--- src/wvmu_ram.sv ---
// ----------------------------------------------------------------------------
// wvmu_ram: generic simple dual-port RAM
// One write port, one read port, registered read data.
// ----------------------------------------------------------------------------
`default_nettype none
module wvmu_ram #(
  parameter int WIDTH = 32,
  parameter int DEPTH = 64
) (
  input  wire logic                     clk,
  input  wire logic                     we,
  input  wire logic [$clog2(DEPTH)-1:0] waddr,
  input  wire logic [WIDTH-1:0]         wdata,
  input  wire logic [$clog2(DEPTH)-1:0] raddr,
  output logic      [WIDTH-1:0]         rdata
);

  logic [WIDTH-1:0] mem [DEPTH];

  // write and registered read
  always_ff @(posedge clk) begin
    if (we) begin
      mem[waddr] <= wdata;
    end
    rdata <= mem[raddr];
  end

endmodule
`default_nettype wire
--- config.mk ---
export PLATFORM = sky130hd
export DESIGN_NAME = wvmu_ram
export DESIGN_NICKNAME = d
export VERILOG_FILES = /design/src/wvmu_ram.sv
export SDC_FILE = /design/constraint.sdc
export NUM_CORES = 2
export LEC_CHECK = 0
export ABC_AREA = 0
export BUFFER_PORTS_ARGS = -buffer_cell sky130_fd_sc_hd__buf_2
export CORE_AREA = 2 2 477 479
export DETAILED_ROUTE_END_ITERATION = 8
export DIE_AREA = 0 0 479 481
export PLACE_DENSITY = 0.53
export SLEW_MARGIN = 10
export SYNTH_ARGS = -nofsm -noshare
export SYNTH_HDL_FRONTEND = slang
export SYNTH_SLANG_ARGS = --single-unit
--- constraint.sdc ---
create_clock -name clk -period 10.8 [get_ports clk]
set_input_delay 1.08 -clock clk [delete_from_list [all_inputs] [get_ports clk]]
set_output_delay 1.08 -clock clk [all_outputs]
set_load 0.1 [all_outputs]
==> impl_metrics.py <==
metrics = {
    "synth": {
        "dominantRegCellSynth": "edfxtp_1",
        "async_reset_ff_frac": 0,
        "syn_inst": 3324,
        "yosys_warnings": 0,
        "netlist_area_sq_um": 78500,
        "synth_commonest_cells": "edfxtp_1 (2,048), mux4_2 (544), nor2_1 (137)",
        "synth.top_cell.area_share": 0.783,
        "synth_area_leaders": "edfxtp_1 (78%), mux4_2 (16%), mux2i_1 (1.2%)",
        "syn_avg_cell_area_sq_um": 23.6,
        "yosysMostFrequentCell": "edfxtp_1",
        "ys_ff_latch": 2080,
        "yosys.area.top_type": "edfxtp_1",
        "synth_edf_count": 2048,
        "synthDistinctLibCells": 34,
        "syn-num-nets": 3370,
        "ys_seq_area_frac": 0.791,
    },
    "die": {
        "start_util": 0.348,
        "ios": 78,
        "fp.coreArea_sq_um": 226000,
        "num_rows": 175,
        "dieArea_sq_um": 230000,
        "die_w_um": 479,
        "die_h_um": 481,
    },
    "timing": {
        "finalSetupTns_ns": 0,
        "worstMarginPinSlew_ns": 1.22,
        "rsz0062_at_grt": "no",
        "skew_ns": 0.0538,
        "fmax_mhz": 226,
        "period_needed_ns": 4.43,
        "hold_viol": 0,
        "setup_violations": 0,
        "slew_headroom": 0.184,
        "fin_crit_sh": 0.410,
        "hold_ws_ns": 0.761,
        "slew_viol_final": 0,
    },
    "power_and_ir_drop": {
        "power_mw": 16.9,
        "switchingPower_mw": 3.75,
        "p_clk_frac": 0.416,
        "p_int_mw": 13.2,
        "swShare": 0.222,
        "p_seq_frac": 0.530,
        "p_comb_frac": 0.054,
        "p_leak_nw": 27.5,
        "vdd_drop_max_uv": 154,
        "power_density_nw_per_um2": 188,
    },
    "clocking": {
        "clk_path_buf_depth": 3,
        "cts_resized": 0,
        "clock_latency_ns": 0.88,
        "hold_buffers": 0,
        "path_clk_slew_ns": 0.06,
        "ctsRootBufferMaster": "clkbuf_16",
        "postCtsSetupRepairBufs": 0,
        "htree_levels": 4,
        "cts_inserted_buffers": 212,
        "clock_sinks": 2080,
        "cts_tree": "built",
    },
    "global_routing": {
        "grt_pass1_wl_um": 297000,
        "gr-total-overflow": 0,
        "globalRouteTotalUtil": 0.184,
        "first_global_vias": 37400,
        "grt_max_degree": 100,
        "antenna_found_initial": 16,
    },
    "worst_setup_path": {
        "crit_path_end_kind": "register",
        "required_ns": 11.51,
        "endpoint": "rdata[5]",
        "cp-start-kind": "input port",
        "crit_arrival_ns": 5.14,
        "rrSetupSlack_ns": 8.52,
        "r2r_end": "rdata[14]",
        "crit_type": "input port to register",
        "ff2ff_path_depth": 5,
        "worstReg2RegStart": "mem[10][14]",
        "startpoint": "raddr[0]",
        "worst-path-max-fanout": 84,
    },
    "flow_run": {
        "maxCapViolations": 0,
    },
    "drt": {
        "ant_nets": 0,
        "drcViolationCount": 0,
        "wirelength_um": 212000,
        "detail_route.wl_per_cell_um": 31.5,
        "dr_total_vias": 36500,
        "drtIter0Drc": 4162,
        "routed_via_density": 5.42,
        "first_pass_iters": 5,
    },
    "cells_and_area": {
        "final_layout_size_suffix_gt1_frac": 0.292,
        "final_nets": 3592,
        "syn2layout_area_growth_pct": 14.5,
    },
    "min_path": {
        "hold_start": "mem[29][4]",
        "min_path_type": "register to register",
    },
    "placed_design": {
        "place_congestion": 0.739,
        "dp_hpwl_um": 108000,
        "portBuffers": 77,
    },
    "outcome": {
        "status": "complete, no violations",
    },
}
[layout make-up]
type	instances	area, sq um
Multi-Input combinational cell	1062	16000
Tap cell	3009	3760
Clock buffer	279	5630
Clock inverter	111	1040
Antenna cell	7	17.5
Timing Repair Buffer	190	1370
Fill cell	19700	136000
Sequential cell	2080	62100
[worst min-delay path by stage]
stage	endpoint	slack, ns	cells after the start
after floorplan	rdata[17]	0.66	4
after global placement	rdata[4]	0.71	4
after detailed placement	rdata[17]	0.75	4
after CTS	rdata[17]	0.77	4
after global routing	rdata[8]	0.84	4
final	rdata[4]	0.76	4
[routing by layer]
| layer | share of wire | up-vias | GRT usage | wire (um) |
|---|---|---|---|---|
| li1 | - | 14700 | - | - |
| met1 | 0.41 | 20200 | 0.249 | 88100 |
| met2 | 0.50 | 1228 | 0.306 | 106000 |
| met3 | 0.062 | 327 | 0.0309 | 13300 |
| met4 | 0.025 | 8 | 0.0538 | 5250 |
| met5 | 0.00022 | - | 0 | 46 |
[cell families after synthesis]
logic type      synth area share
simple gates              0.0127
compound gates            0.0167
mux                        0.168
buf+inv                   0.0113
flops                      0.791
[power by group through the flow]
stage / Combinational (mW) / Clock (mW) / Sequential (mW)
2_1_floorplan: 0.435 / 0 / 9.25
3_3_place_gp: 0.934 / 0 / 9.15
3_5_place_dp: 0.939 / 0 / 9.15
4_1_cts: 0.941 / 7.19 / 8.98
5_1_grt: 0.977 / 7.52 / 8.98
6_report: 0.922 / 7.05 / 8.98
[metrics by stage]
step,utilization,std cells,setup WS [ns],instance area [sq um]
after floorplan,-,3324,6.56,78500
after global placement,0.369,6341,5.34,83200
after detailed placement,0.369,6341,5.39,83200
after CTS,0.398,6731,6.31,89900
after global routing,0.398,6733,6.16,89900
final,0.398,6738,6.37,89900
[state kept, by name, summed over array words and instances (netlist names)]
name and flops:
rdata 32, mem 2048
[critical path: stages]
cell	delay [ns]
buf_8	0.57
buf_12	0.55
buf_4	0.83
mux4_2	0.61
mux4_2	0.48
o22ai_1	0.57
nor2_1	0.12
[placed cells by master, fill, tap and decap left out, types with 48 or more instances in the layout]
master,synthesis,layout
a21oi_1,62,62
buf_4,25,105
mux4_2,544,544
clkbuf_16,0,212
buf_2,57,73
nor2_1,137,74
nor2_4,0,62
mux2i_1,93,93
clkbuf_1,74,60
o22ai_1,84,84
clkinv_1,0,48
edfxtp_1,2048,2048
(Power assumes the default switching activity.)
